[src/design/sfeps_pkg.sv]
`default_nettype none
package sfeps_pkg;

  typedef enum logic [2:0] {
    CMD_RECOVER   = 3'd0,
    CMD_ERASE     = 3'd1,
    CMD_PROG_REQ  = 3'd2,
    CMD_PROG_BYTE = 3'd3,
    CMD_STATUS    = 3'd4,
    CMD_TICK      = 3'd5
  } cmd_code_t;

  typedef enum logic [1:0] {
    KIND_BYTE    = 2'd0,
    KIND_REPORT  = 2'd1,
    KIND_RELEASE = 2'd2
  } kind_code_t;

  typedef enum logic [1:0] {
    ST_OK           = 2'd0,
    ST_BUSY_TIMEOUT = 2'd1,
    ST_BAD_ARG      = 2'd2,
    ST_BAD_SEQ      = 2'd3
  } status_code_t;

  localparam logic [7:0] OP_WREN = 8'h06;
  localparam logic [7:0] OP_RDSR = 8'h05;
  localparam logic [7:0] OP_PP   = 8'h02;
  localparam logic [7:0] OP_SE   = 8'h20;
  localparam logic [7:0] SR_BUSY = 8'h01;
  localparam logic [7:0] DUMMY   = 8'hFF;

  localparam logic [31:0] BUDGET_RESET = 32'd100000;

  typedef struct packed {
    logic [2:0]  cmd;
    logic [23:0] address;
    logic [8:0]  length;
    logic [7:0]  data_byte;
  } in_item_t;

  typedef struct packed {
    logic [1:0] kind;
    logic [7:0] bus_byte;
    logic       release_select;
    logic [1:0] status_code;
    logic       last;
  } out_item_t;

  // Work handed from the front to the back; each expands into a fixed run of results.
  typedef enum logic [2:0] {
    JOB_REPORT,
    JOB_RECOVER,
    JOB_POLL,
    JOB_DATA,
    JOB_DATA_LAST,
    JOB_ERASE,
    JOB_PROGRAM
  } job_kind_t;

  typedef struct packed {
    job_kind_t    job;
    logic [7:0]   data_byte;
    logic [23:0]  address;
    status_code_t status;
  } job_t;

endpackage
`default_nettype wire

[src/design/sfeps_front.sv]
`default_nettype none
module sfeps_front
  import sfeps_pkg::*;
#(
  parameter int FLASH_BYTES = 8388608,
  parameter int PAGE_BYTES  = 256
) (
  input  wire logic        clk,
  input  wire logic        rst_n,
  input  wire logic        in_valid,
  output logic             in_ready,
  input  wire in_item_t    in_data,
  input  wire logic [31:0] busy_budget,
  input  wire logic        job_space,
  output logic             job_push,
  output job_t             job_data
);

  localparam int          PAGE_W    = $clog2(PAGE_BYTES);
  localparam logic [24:0] FLASH_LIM = 25'(FLASH_BYTES);
  localparam logic [8:0]  PAGE_LIM  = 9'(PAGE_BYTES);

  typedef enum logic [1:0] {
    PH_IDLE,
    PH_PRE,
    PH_DATA,
    PH_POST
  } phase_t;

  typedef enum logic [1:0] {
    OPN_NONE,
    OPN_RECOVER,
    OPN_ERASE,
    OPN_PROGRAM
  } operation_t;

  phase_t      phase_r, phase_nxt;
  operation_t  operation_r, operation_nxt;
  logic [23:0] target_r, target_nxt;
  logic [8:0]  bytes_left_r, bytes_left_nxt;
  logic [31:0] budget_left_r, budget_left_nxt;

  logic        has_job;
  logic        accept;
  logic        waiting;
  logic        erase_bad;
  logic        prog_bad;
  logic [24:0] prog_end;
  logic [8:0]  bytes_dec;

  assign in_ready  = job_space;
  assign accept    = in_valid && in_ready;
  assign job_push  = accept && has_job;
  assign waiting   = (phase_r == PH_PRE) || (phase_r == PH_POST);
  assign prog_end  = {1'b0, in_data.address} + {16'd0, in_data.length};
  assign erase_bad = {1'b0, in_data.address} >= FLASH_LIM;
  assign prog_bad  = (in_data.length == 9'd0) || (in_data.length > PAGE_LIM) ||
                     (in_data.address[PAGE_W-1:0] != '0) || (prog_end > FLASH_LIM);
  assign bytes_dec = bytes_left_r - 9'd1;

  always_comb begin
    phase_nxt          = phase_r;
    operation_nxt      = operation_r;
    target_nxt         = target_r;
    bytes_left_nxt     = bytes_left_r;
    budget_left_nxt    = budget_left_r;
    has_job            = 1'b0;
    job_data.job       = JOB_REPORT;
    job_data.data_byte = in_data.data_byte;
    job_data.address   = target_r;
    job_data.status    = ST_OK;
    unique case (in_data.cmd)
      CMD_RECOVER: begin
        has_job         = 1'b1;
        job_data.job    = JOB_RECOVER;
        operation_nxt   = OPN_RECOVER;
        bytes_left_nxt  = 9'd0;
        phase_nxt       = PH_PRE;
        budget_left_nxt = busy_budget;
      end
      CMD_ERASE, CMD_PROG_REQ: begin
        has_job = 1'b1;
        if (phase_r != PH_IDLE) begin
          job_data.status = ST_BAD_SEQ;
        end else if (in_data.cmd == CMD_ERASE && erase_bad) begin
          job_data.status = ST_BAD_ARG;
        end else if (in_data.cmd == CMD_PROG_REQ && prog_bad) begin
          job_data.status = ST_BAD_ARG;
        end else begin
          job_data.job    = JOB_POLL;
          target_nxt      = in_data.address;
          phase_nxt       = PH_PRE;
          budget_left_nxt = busy_budget;
          if (in_data.cmd == CMD_ERASE) begin
            operation_nxt = OPN_ERASE;
          end else begin
            operation_nxt  = OPN_PROGRAM;
            bytes_left_nxt = in_data.length;
          end
        end
      end
      CMD_PROG_BYTE: begin
        has_job = 1'b1;
        if (phase_r != PH_DATA || bytes_left_r == 9'd0) begin
          job_data.status = ST_BAD_SEQ;
        end else begin
          bytes_left_nxt = bytes_dec;
          if (bytes_dec == 9'd0) begin
            job_data.job    = JOB_DATA_LAST;
            phase_nxt       = PH_POST;
            budget_left_nxt = busy_budget;
          end else begin
            job_data.job = JOB_DATA;
          end
        end
      end
      CMD_STATUS: begin
        has_job = 1'b1;
        if (!waiting) begin
          job_data.status = ST_BAD_SEQ;
        end else if ((in_data.data_byte & SR_BUSY) != 8'd0) begin
          if (budget_left_r == 32'd0) begin
            job_data.status = ST_BUSY_TIMEOUT;
            phase_nxt       = PH_IDLE;
            operation_nxt   = OPN_NONE;
          end else begin
            job_data.job = JOB_POLL;
          end
        end else if (phase_r == PH_POST || operation_r == OPN_RECOVER ||
                     operation_r == OPN_NONE) begin
          job_data.status = ST_OK;
          phase_nxt       = PH_IDLE;
          operation_nxt   = OPN_NONE;
        end else if (operation_r == OPN_ERASE) begin
          job_data.job    = JOB_ERASE;
          phase_nxt       = PH_POST;
          budget_left_nxt = busy_budget;
        end else begin
          job_data.job = JOB_PROGRAM;
          phase_nxt    = PH_DATA;
        end
      end
      CMD_TICK: begin
        if (waiting && budget_left_r != 32'd0) begin
          budget_left_nxt = budget_left_r - 32'd1;
        end
      end
      default: begin
      end
    endcase
  end

  always_ff @(posedge clk) begin
    if (!rst_n) begin
      phase_r       <= PH_IDLE;
      operation_r   <= OPN_NONE;
      target_r      <= '0;
      bytes_left_r  <= '0;
      budget_left_r <= '0;
    end else if (accept) begin
      phase_r       <= phase_nxt;
      operation_r   <= operation_nxt;
      target_r      <= target_nxt;
      bytes_left_r  <= bytes_left_nxt;
      budget_left_r <= budget_left_nxt;
    end
  end

endmodule
`default_nettype wire

[src/design/sfeps_queue.sv]
`default_nettype none
module sfeps_queue
  import sfeps_pkg::*;
(
  input  wire logic clk,
  input  wire logic rst_n,
  input  wire logic push,
  input  wire job_t push_data,
  output logic      space,
  input  wire logic pop,
  output logic      head_valid,
  output job_t      head_data
);

  job_t       mem_r [2];
  logic       wr_ptr_r, wr_ptr_nxt;
  logic       rd_ptr_r, rd_ptr_nxt;
  logic [1:0] count_r, count_nxt;
  logic       do_pop;

  assign space      = (count_r != 2'd2);
  assign head_valid = (count_r != 2'd0);
  assign head_data  = mem_r[rd_ptr_r];
  assign do_pop     = pop && head_valid;

  always_comb begin
    wr_ptr_nxt = push ? ~wr_ptr_r : wr_ptr_r;
    rd_ptr_nxt = do_pop ? ~rd_ptr_r : rd_ptr_r;
    count_nxt  = count_r + {1'b0, push} - {1'b0, do_pop};
  end

  always_ff @(posedge clk) begin
    if (push) begin
      mem_r[wr_ptr_r] <= push_data;
    end
  end

  always_ff @(posedge clk) begin
    if (!rst_n) begin
      wr_ptr_r <= 1'b0;
      rd_ptr_r <= 1'b0;
      count_r  <= 2'd0;
    end else begin
      wr_ptr_r <= wr_ptr_nxt;
      rd_ptr_r <= rd_ptr_nxt;
      count_r  <= count_nxt;
    end
  end

endmodule
`default_nettype wire

[src/design/sfeps_back.sv]
`default_nettype none
module sfeps_back
  import sfeps_pkg::*;
(
  input  wire logic clk,
  input  wire logic rst_n,
  input  wire logic head_valid,
  input  wire job_t head_data,
  output logic      pop,
  output logic      out_valid,
  input  wire logic out_ready,
  output out_item_t out_data
);

  logic [2:0] step_r, step_nxt;
  logic       out_valid_r, out_valid_nxt;
  out_item_t  out_data_r, out_data_nxt;
  out_item_t  res;
  logic       load;

  function automatic out_item_t bus_byte_item(logic [7:0] b, logic rel, logic fin);
    out_item_t r;
    r.kind           = KIND_BYTE;
    r.bus_byte       = b;
    r.release_select = rel;
    r.status_code    = ST_OK;
    r.last           = fin;
    return r;
  endfunction

  // Result for the current step of the job at the head of the queue.
  always_comb begin
    res = bus_byte_item(DUMMY, 1'b1, 1'b1);
    unique case (head_data.job)
      JOB_REPORT: begin
        res.kind           = KIND_REPORT;
        res.bus_byte       = 8'd0;
        res.release_select = 1'b0;
        res.status_code    = head_data.status;
      end
      JOB_RECOVER: begin
        if (step_r == 3'd0) begin
          res.kind     = KIND_RELEASE;
          res.bus_byte = 8'd0;
          res.last     = 1'b0;
        end else if (step_r == 3'd1) begin
          res = bus_byte_item(OP_RDSR, 1'b0, 1'b0);
        end
      end
      JOB_POLL: begin
        if (step_r == 3'd0) begin
          res = bus_byte_item(OP_RDSR, 1'b0, 1'b0);
        end
      end
      JOB_DATA: begin
        res = bus_byte_item(head_data.data_byte, 1'b0, 1'b1);
      end
      JOB_DATA_LAST: begin
        if (step_r == 3'd0) begin
          res = bus_byte_item(head_data.data_byte, 1'b1, 1'b0);
        end else if (step_r == 3'd1) begin
          res = bus_byte_item(OP_RDSR, 1'b0, 1'b0);
        end
      end
      JOB_ERASE, JOB_PROGRAM: begin
        unique case (step_r)
          3'd0: res = bus_byte_item(OP_WREN, 1'b1, 1'b0);
          3'd1: res = bus_byte_item((head_data.job == JOB_ERASE) ? OP_SE : OP_PP,
                                    1'b0, 1'b0);
          3'd2: res = bus_byte_item(head_data.address[23:16], 1'b0, 1'b0);
          3'd3: res = bus_byte_item(head_data.address[15:8], 1'b0, 1'b0);
          3'd4: res = bus_byte_item(head_data.address[7:0],
                                    head_data.job == JOB_ERASE,
                                    head_data.job == JOB_PROGRAM);
          3'd5: res = bus_byte_item(OP_RDSR, 1'b0, 1'b0);
          default: res = bus_byte_item(DUMMY, 1'b1, 1'b1);
        endcase
      end
      default: begin
      end
    endcase
  end

  assign load      = head_valid && (!out_valid_r || out_ready);
  assign pop       = load && res.last;
  assign out_valid = out_valid_r;
  assign out_data  = out_data_r;

  always_comb begin
    step_nxt      = step_r;
    out_valid_nxt = out_valid_r;
    out_data_nxt  = out_data_r;
    if (load) begin
      out_valid_nxt = 1'b1;
      out_data_nxt  = res;
      step_nxt      = res.last ? 3'd0 : step_r + 3'd1;
    end else if (out_ready) begin
      out_valid_nxt = 1'b0;
    end
  end

  always_ff @(posedge clk) begin
    out_data_r <= out_data_nxt;
    if (!rst_n) begin
      step_r      <= 3'd0;
      out_valid_r <= 1'b0;
    end else begin
      step_r      <= step_nxt;
      out_valid_r <= out_valid_nxt;
    end
  end

endmodule
`default_nettype wire

[src/design/spi_flash_erase_program_sequencer_top.sv]
// The first result of an input item passes through the job queue and the back-end output register.
// The back-end sequencer emits one result item per cycle while out_ready allows; an input item
// causes 1 to 7 results there, and items without results (ticks, spare codes) never reach it.
// A two-entry job queue lets the front accept while the back still emits.
// Reset (rst_n, synchronous, active low): idle phase, empty queue, budget register 100000.
`default_nettype none
module spi_flash_erase_program_sequencer_top
  import sfeps_pkg::*;
#(
  parameter int FLASH_BYTES = 8388608,
  parameter int PAGE_BYTES  = 256
) (
  input  wire logic        clk,
  input  wire logic        rst_n,
  input  wire logic        in_valid,
  output logic             in_ready,
  input  wire in_item_t    in_data,
  output logic             out_valid,
  input  wire logic        out_ready,
  output out_item_t        out_data,
  input  wire logic        cfg_valid,
  output logic             cfg_ready,
  input  wire logic [31:0] cfg_data
);

  logic [31:0] busy_budget_r, busy_budget_nxt;
  logic        job_space;
  logic        job_push;
  job_t        job_in;
  logic        head_valid;
  job_t        head_data;
  logic        job_pop;

  assign cfg_ready       = 1'b1;
  assign busy_budget_nxt = (cfg_valid && cfg_ready) ? cfg_data : busy_budget_r;

  always_ff @(posedge clk) begin
    if (!rst_n) begin
      busy_budget_r <= BUDGET_RESET;
    end else begin
      busy_budget_r <= busy_budget_nxt;
    end
  end

  sfeps_front #(
    .FLASH_BYTES(FLASH_BYTES),
    .PAGE_BYTES (PAGE_BYTES)
  ) u_front (
    .clk        (clk),
    .rst_n      (rst_n),
    .in_valid   (in_valid),
    .in_ready   (in_ready),
    .in_data    (in_data),
    .busy_budget(busy_budget_r),
    .job_space  (job_space),
    .job_push   (job_push),
    .job_data   (job_in)
  );

  sfeps_queue u_queue (
    .clk       (clk),
    .rst_n     (rst_n),
    .push      (job_push),
    .push_data (job_in),
    .space     (job_space),
    .pop       (job_pop),
    .head_valid(head_valid),
    .head_data (head_data)
  );

  sfeps_back u_back (
    .clk       (clk),
    .rst_n     (rst_n),
    .head_valid(head_valid),
    .head_data (head_data),
    .pop       (job_pop),
    .out_valid (out_valid),
    .out_ready (out_ready),
    .out_data  (out_data)
  );

endmodule
`default_nettype wire

[config.mk]
export PLATFORM = sky130hd
export DESIGN_NAME = spi_flash_erase_program_sequencer_top
export DESIGN_NICKNAME = d
export VERILOG_FILES = /design/src/design/sfeps_pkg.sv /design/src/design/sfeps_front.sv /design/src/design/sfeps_queue.sv /design/src/design/sfeps_back.sv /design/src/design/spi_flash_erase_program_sequencer_top.sv
export SDC_FILE = /design/constraint.sdc
export NUM_CORES = 1
export LEC_CHECK = 0
export BUFFER_PORTS_ARGS = -buffer_cell sky130_fd_sc_hd__clkbuf_2
export CAP_MARGIN = 40
export CORE_MARGIN = 8
export CORE_UTILIZATION = 40
export CTS_CLUSTER_DIAMETER = 60
export DETAILED_ROUTE_END_ITERATION = 7
export HOLD_SLACK_MARGIN = 0.03
export PLACE_DENSITY_LB_ADDON = 0.25
export SYNTH_ARGS = -nofsm -noshare
export SYNTH_HDL_FRONTEND = slang
export SYNTH_SLANG_ARGS = --single-unit
[constraint.sdc]
create_clock -name clk -period 9.1 [get_ports clk]
set_clock_uncertainty 0.2 [all_clocks]
set_input_delay 1.82 -clock clk [delete_from_list [all_inputs] [get_ports clk]]
set_output_delay 1.82 -clock clk [all_outputs]
set_load 0.02 [all_outputs]
==> flow_summary.toml, run 1 <==
[yosys]
yosysTopAreaCellShare_pct = 26.37
synth_edf_count = 88
ys_ff_latch = 198
avgSynthCellArea_um2 = 9.366
synth-main-ff-cell = "dfxtp_1"
synth_common_cells = "nor2_1 (124), dfxtp_1 (110), edfxtp_1 (88)"
syn_inst = 1070
synthArstFlopShare_pct = 0
synth_warnings = 0
yosys.cell_types.count = 80
netlist_area_um2 = 10020
yosysTopAreaCell = "edfxtp_1"
syn-num-nets = 1171
synth.most_common_cell = "nor2_1"
netlist_top_cells_area = "edfxtp_1 (26%), dfxtp_1 (22%), mux2i_1 (5.1%), nor2_1 (4.6%), a21oi_1 (3.7%)"
yosysSeqAreaShare_pct = 48.34

[placed_design]
gp_congestion = 0.8598
detailed_place_hpwl_mm = 17.56
dpl_cell_area_um2 = 10790
placedCellCount = 1440
numPortBuffers = 96
dpl_worst_slack_ns = 2.948

[sta]
hold_ws_ns = 0.2552
rsz0062_at_grt = "no"
max_slew_margin_pct = 41.27
period_share_pct = 63.22
slew_violations = 0
tns_ns = 0
final_hold_viol_count = 0
fin_crit_ns = 5.753
setup_slack_ns = 3.347
worst_pin_slew_ns = 0.8809
fmax_mhz = 173.8
finalSetupViolCount = 0

[global_route]
grt_max_degree = 81
antenna_found_initial = 1
grt_pass1_vias = 7888
grt_pass1_wl_mm = 40.48
grt_overflow = 0
grt_usage_pct = 16.13

[setup_path]
r2r-start = "u_front.budget_left_r[0]"
cp_max_fo = 37
arrival_ns = 5.91
crit_type = "in -> reg"
end_kind = "flip-flop"
regToRegSetupSlack_ns = 4.90
worst_ep_required_time_ns = 9.26
start_kind = "primary input"
reg2reg_to = "u_front.budget_left_r[16]"
reg2reg_depth = 13

[worst_hold_path]
worstHoldPathType = "reg -> reg"
hold_start = "u_front.target_r[5]"
hold-path-endpoint = "u_queue.mem_r[0][7]"
hold_path_depth = 0

[detailed_routing]
vias_per_cell = 5.594
wl_mm = 24.78
final_antenna_net_count = 0
route.detailed.drc = 0
dr.pass1.iters = 6
routedWlPerCell_um = 16.84
dr.first_iter.drc_count = 679
via_count = 8234

[cts]
cts_resized = 0
cts_buffers = 17
tritoncts = "done"
clkSlewWorstSetupHoldPaths_ns = 0.08
hold_buffers = 0
post_cts_buffers = 0
cts.htree.levels = 4
cts-root-buf = "clkbuf_16"
cts_sinks = 198
cts_buffer_depth = 2
clk_latency_ns = 0.44

[layout]
final_util_pct = 45.79
drive_gt1_share_pct = 15.32
area_delta_synth_final_pct = 13.73
fill_cells = 2395
n_antenna_cell = 0
nNetsFinal = 1230
final_cells = 1472
fin_area_um2 = 11400

[power_and_ir_drop]
ir_drop_v = 0.0001180
leakagePower_nw = 4.286
powerDensity_nw_per_um2 = 230.7
p_total_mw = 2.629

[die]
die-area_um2 = 30380
core.rowCount = 58
ios = 98
die_y_um = 174.3
die_x_um = 174.3
coreArea_um2 = 24890
start_util_pct = 40.26

[run_status]
status = "complete, no violations"

[flow_run]
maxCapViolations = 0
==> cells in the final DEF, fill, tap and decap left out, types with 7 or more instances in the layout <==
cell type,n
nor2_1,124
dfxtp_1,109
clkbuf_2,95
edfxtp_1,88
nand2_1,77
a21oi_1,74
o21ai_0,70
nand3_1,53
mux2i_1,51
nor3_1,30
o211ai_1,28
inv_1,25
o21ai_1,19
ha_1,19
nor4_1,17
clkbuf_16,17
a22oi_1,15
a211oi_1,15
mux2_2,10
a221oi_1,8
nand4_1,8
o22ai_1,8
a31oi_1,8
xnor2_1,8
xor2_1,8
buf_4,8
nand2b_1,7
a21o_1,7
o21a_1,7
==> cell families (layout without fill, tap and decap cells) <==
logic type,after synthesis,after routing,synth area share (%)
and+or+nand+nor,371,371,17.65
AOI/OAI and AO/OA,307,307,19.65
DFF,198,198,48.34
buffers and inverters,96,168,4.132
muxes,61,61,6.217
adders and majority gates,20,20,2.572
xor gates and xnor gates,16,16,1.398
other,1,1,0.03742
==> registers in the layout, summed over array words and instances, names as in the netlist, 3 cells and up, named ones only <==
name and cells:
u_back.out_data 14, busy_budget_r 32, u_queue.mem_r 74, u_front.budget_left_r 32
u_front.bytes_left_r 9, u_front.target_r 24, u_back.step_r 3
==> area by class of cell <==
| type | count | area [um^2] | share of cell area (%) |
|---|---|---|---|
| Timing Repair Buffer | 110 | 648.1 | 5.686 |
| Tap cell | 330 | 412.9 | 3.622 |
| Clock buffer | 17 | 425.4 | 3.732 |
| Clock inverter | 15 | 183.9 | 1.614 |
| Multi-Input combinational cell | 776 | 4785 | 41.98 |
| Sequential cell | 198 | 4846 | 42.51 |
| Inverter | 26 | 97.59 | 0.8562 |
==> worst max path at each step <==
| stage | slack (ns) | startpoint | end | cells past startpoint |
|---|---|---|---|---|
| global placement | 2.96 | in_data[8] | u_front.budget_left_r[18] | 13 |
| floorplan | 3.82 | in_data[8] | u_front.budget_left_r[16] | 14 |
| detailed placement | 2.95 | in_data[8] | u_front.budget_left_r[16] | 14 |
| global route | 3.25 | in_data[8] | u_front.budget_left_r[16] | 14 |
| CTS | 3.42 | in_data[8] | u_front.budget_left_r[16] | 14 |
| finish | 3.35 | in_data[8] | u_front.budget_left_r[16] | 14 |
==> per-layer routing <==
layer | vias to the layer above | share of wire (%) | track usage (%)
met4 | 2 | 1.3 | 4.881
li1 | 4106 | - | -
met1 | 3878 | 49 | 22.36
met2 | 223 | 45 | 24.94
met5 | - | 0.040 | 0
met3 | 25 | 4.9 | 3.233
==> critical path: stages <==
cell and delay, ns:
clkbuf_2 0.11, ha_1 0.22, fa_1 0.41, xor2_1 0.18
a2111oi_0 0.55, o311ai_1 0.22, nor4b_2 0.26, nand4_1 0.14
or4_4 0.61, o31a_1 0.30, buf_4 0.25, or2_1 0.44
buf_8 0.24, o22ai_1 0.16
==> where the power goes <==
group	total [mW]	switching, mW	internal (mW)
logic	0.749	0.468	0.281
registers	1.11	0.0647	1.05
clock network	0.765	0.386	0.379
No activity file was read; power rests on OpenSTA's default activity.
==> run 2, diff against run 1 <==
--- a/config.mk
+++ b/config.mk
@@ -5,6 +5,7 @@
 export SDC_FILE = /design/constraint.sdc
 export NUM_CORES = 1
 export LEC_CHECK = 0
+export ABC_AREA = 1
 export BUFFER_PORTS_ARGS = -buffer_cell sky130_fd_sc_hd__clkbuf_2
 export CAP_MARGIN = 40
 export CORE_MARGIN = 8
==> constraint.sdc (replaced) <==
create_clock -name clk -period 5.2 [get_ports clk]
set_clock_uncertainty 0.2 [all_clocks]
set_input_delay 1.04 -clock clk [delete_from_list [all_inputs] [get_ports clk]]
set_output_delay 1.04 -clock clk [all_outputs]
set_load 0.02 [all_outputs]
==> run 2 against run 1 <==
- worst setup slack lost 2.2 ns
- via count is 19% higher
- die area grew 7.9%
- first-iteration DRC count is 7.4% higher
- global-route usage rose by 0.75 points
- clock power rose by 66%
- count of clock-buffer cells in the layout increased by 3
- area after synthesis rose by 8.7%
- register-to-register slack got worse by 3.1 ns
- critical path depth rose by 4
- final area rose by 7.6%
- critical path type unchanged
- critical endpoint is now u_front.budget_left_r[13]
- highest routed layer unchanged
==> flow_summary.toml, run 2 <==
[yosys]
ys_ff_latch = 198
yosysSeqAreaShare_pct = 44.48
synthMuxAreaShare_pct = 0.5513
synth.most_common_cell = "nand2_1"
synth-main-ff-cell = "dfxtp_1"
netlist_area_um2 = 10890
yosysTopAreaCell = "edfxtp_1"
synth_common_cells = "nand2_1 (394), nor2_1 (317), inv_1 (204)"
syn-num-nets = 1640
yosys.cell_types.count = 52
synth_top_family_by_area = "simple AND/OR/NAND/NOR gates"
synth_compound_area_share_pct = 9.017
synth_edf_count = 88
yosysTopAreaCellShare_pct = 24.26
yosys.area_share.simple_pct = 32.54
synth_fa_ha_area_share_pct = 2.366
synth_xor_area_share_pct = 1.528
synthArstFlopShare_pct = 0
synth_warnings = 0
netlist_top_cells_area = "edfxtp_1 (24%), dfxtp_1 (20%), nand2_1 (14%), nor2_1 (11%), inv_1 (7.0%)"
avgSynthCellArea_um2 = 7.078
syn_inst = 1539

[layout]
final_cell_mix = "nand2_1 (394), nor2_1 (315), inv_1 (204), dfxtp_1 (110), clkbuf_2 (95)"
nNetsFinal = 1718
n_antenna_cell = 0
area_delta_synth_final_pct = 12.62
drive_gt1_share_pct = 10.12
reg_top3 = "u_queue.mem_r (74), busy_budget_r (32), u_front.budget_left_r (32)"
largest_reg_flops = 74
top_register = "u_queue.mem_r"
final_common_cell = "nand2_1"

[global_route]
grt_max_degree = 59
grt_usage_pct = 16.87
antenna_found_initial = 1
grt_pass1_vias = 9144
grt_pass1_wl_mm = 45.91
grt_overflow = 0

[sta]
rsz0062_at_grt = "no"
max_slew_margin_pct = 43.03
tns_ns = 0
hold_ws_ns = 0.2538
fmax_mhz = 247.5
worst_pin_slew_ns = 0.8525
final_hold_viol_count = 0
period_share_pct = 77.70
fin_crit_ns = 4.040
finalSetupViolCount = 0
setup_slack_ns = 1.160
slew_violations = 0

[detailed_routing]
wl_met1_mm = 14.20
via_count = 9764
top_layer_used = "met5"
routedWlPerCell_um = 14.17
route.detailed.drc = 0
dr.pass1.iters = 6
wl_met2_mm = 12.18
wl_met3_mm = 1.264
vias_per_cell = 4.954
final_antenna_net_count = 0
dr.first_iter.drc_count = 729
wl_mm = 27.93

[cts]
cts.htree.levels = 4
clk_latency_ns = 0.44
cts_buffer_depth = 2
hold_buffers = 0
clkSlewWorstSetupHoldPaths_ns = 0.07
tritoncts = "done"
cts_buffers = 17
post_cts_buffers = 0
cts_sinks = 198
cts_resized = 0
cts-root-buf = "clkbuf_16"

[setup_path]
cp_max_fo = 55
critPathLaunch = "in_data[17]"
crit_end = "u_front.budget_left_r[13]"
end_kind = "flip-flop"
worst_ep_required_time_ns = 5.32
reg2reg_depth = 18
crit_type = "in -> reg"
arrival_ns = 4.16
regToRegSetupSlack_ns = 1.78
start_kind = "primary input"
reg2reg_to = "u_queue.count_r[1]"

[placed_design]
dpl_worst_slack_ns = 0.7363
gp_congestion = 0.8735
detailed_place_hpwl_mm = 20.79
numPortBuffers = 96

[power_and_ir_drop]
leakagePower_nw = 5.878
powerDensity_nw_per_um2 = 382.3
ir_drop_v = 0.0001764

[die]
coreArea_um2 = 26880
core.rowCount = 60
die_y_um = 181.0
die_x_um = 181.0
ios = 98
die-area_um2 = 32770
start_util_pct = 40.53

[flow_run]
maxCapViolations = 0

[worst_hold_path]
worstHoldPathType = "reg -> reg"

[run_status]
status = "complete, no violations"
==> run 2: area by class of cell <==
cell class              instances  area, um^2
clock inverters                12       112.6
inverters                     211       792.0
flip-flops and latches        198        4845
fillers                      2749       14610
clock buffers                  20       456.7
well taps                     341       426.7
multi-input cells            1081        5030
repair buffers                108       605.6
==> run 2: logic make-up (layout without fill, tap and decap cells) <==
| group | after synthesis | in the layout |
|---|---|---|
| simple gates | 864 | 864 |
| buf+inv | 260 | 351 |
| flops | 198 | 198 |
| compound gates | 171 | 171 |
| fa+ha+maj | 20 | 20 |
| xor+xnor | 19 | 19 |
| mux | 6 | 6 |
| other cells | 1 | 1 |
==> run 2: through the flow <==
step           instance area (um^2)  total power, mW  util, %  instances
3_3_place_gp                  11650            3.420    43.35       1937
6_report                      12270            4.690    45.65       1971
5_1_grt                       12270            4.988    45.65       1971
4_1_cts                       12270            4.712    45.65       1971
3_5_place_dp                  11700            3.445    43.53       1939
2_1_floorplan                 10890            3.033        -       1539
==> run 2: per-layer routing <==
metal  vias up  track usage (%)
met5         -                0
met4         2            3.837
met3        23            3.029
met2       247            26.28
met1      4423            23.97
li1       5069                -
==> run 2: worst max-delay path, stage by stage <==
cell and delay (ns):
clkbuf_2 0.14, ha_1 0.25, fa_1 0.44, or2_2 0.28, a21oi_1 0.11, nand2_1 0.06
nor2_1 0.13, nand3_1 0.09, nor2_1 0.10, nand3_1 0.07, nor2_1 0.10, nand2_1 0.08
nand2_1 0.07, nand2_2 0.07, nand2_4 0.21, nand3_4 0.52, nor2_1 0.28, nor2_1 0.07
==> run 2: how the worst min path moves through the flow <==
| stage | startpoint | end | slack (ns) | cells after the start |
|---|---|---|---|---|
| after floorplan | busy_budget_r[5] | busy_budget_r[5] | 0.22 | 2 |
| after global placement | u_queue.rd_ptr_r | flip-flop | 0.23 | 1 |
| after detailed placement | u_queue.rd_ptr_r | flip-flop | 0.24 | 1 |
| after CTS | u_queue.rd_ptr_r | flip-flop | 0.25 | 1 |
| after global routing | u_front.target_r[10] | u_queue.mem_r[0][12] | 0.27 | 0 |
| final | u_queue.rd_ptr_r | u_queue.rd_ptr_r | 0.25 | 1 |
==> run 2: report_power, final <==
group          total [mW]  switching [mW]  internal (mW)
sequential           1.98           0.103           1.88
combinational        1.44           0.990          0.448
clock                1.27           0.615          0.657
total                4.69            1.71           2.98
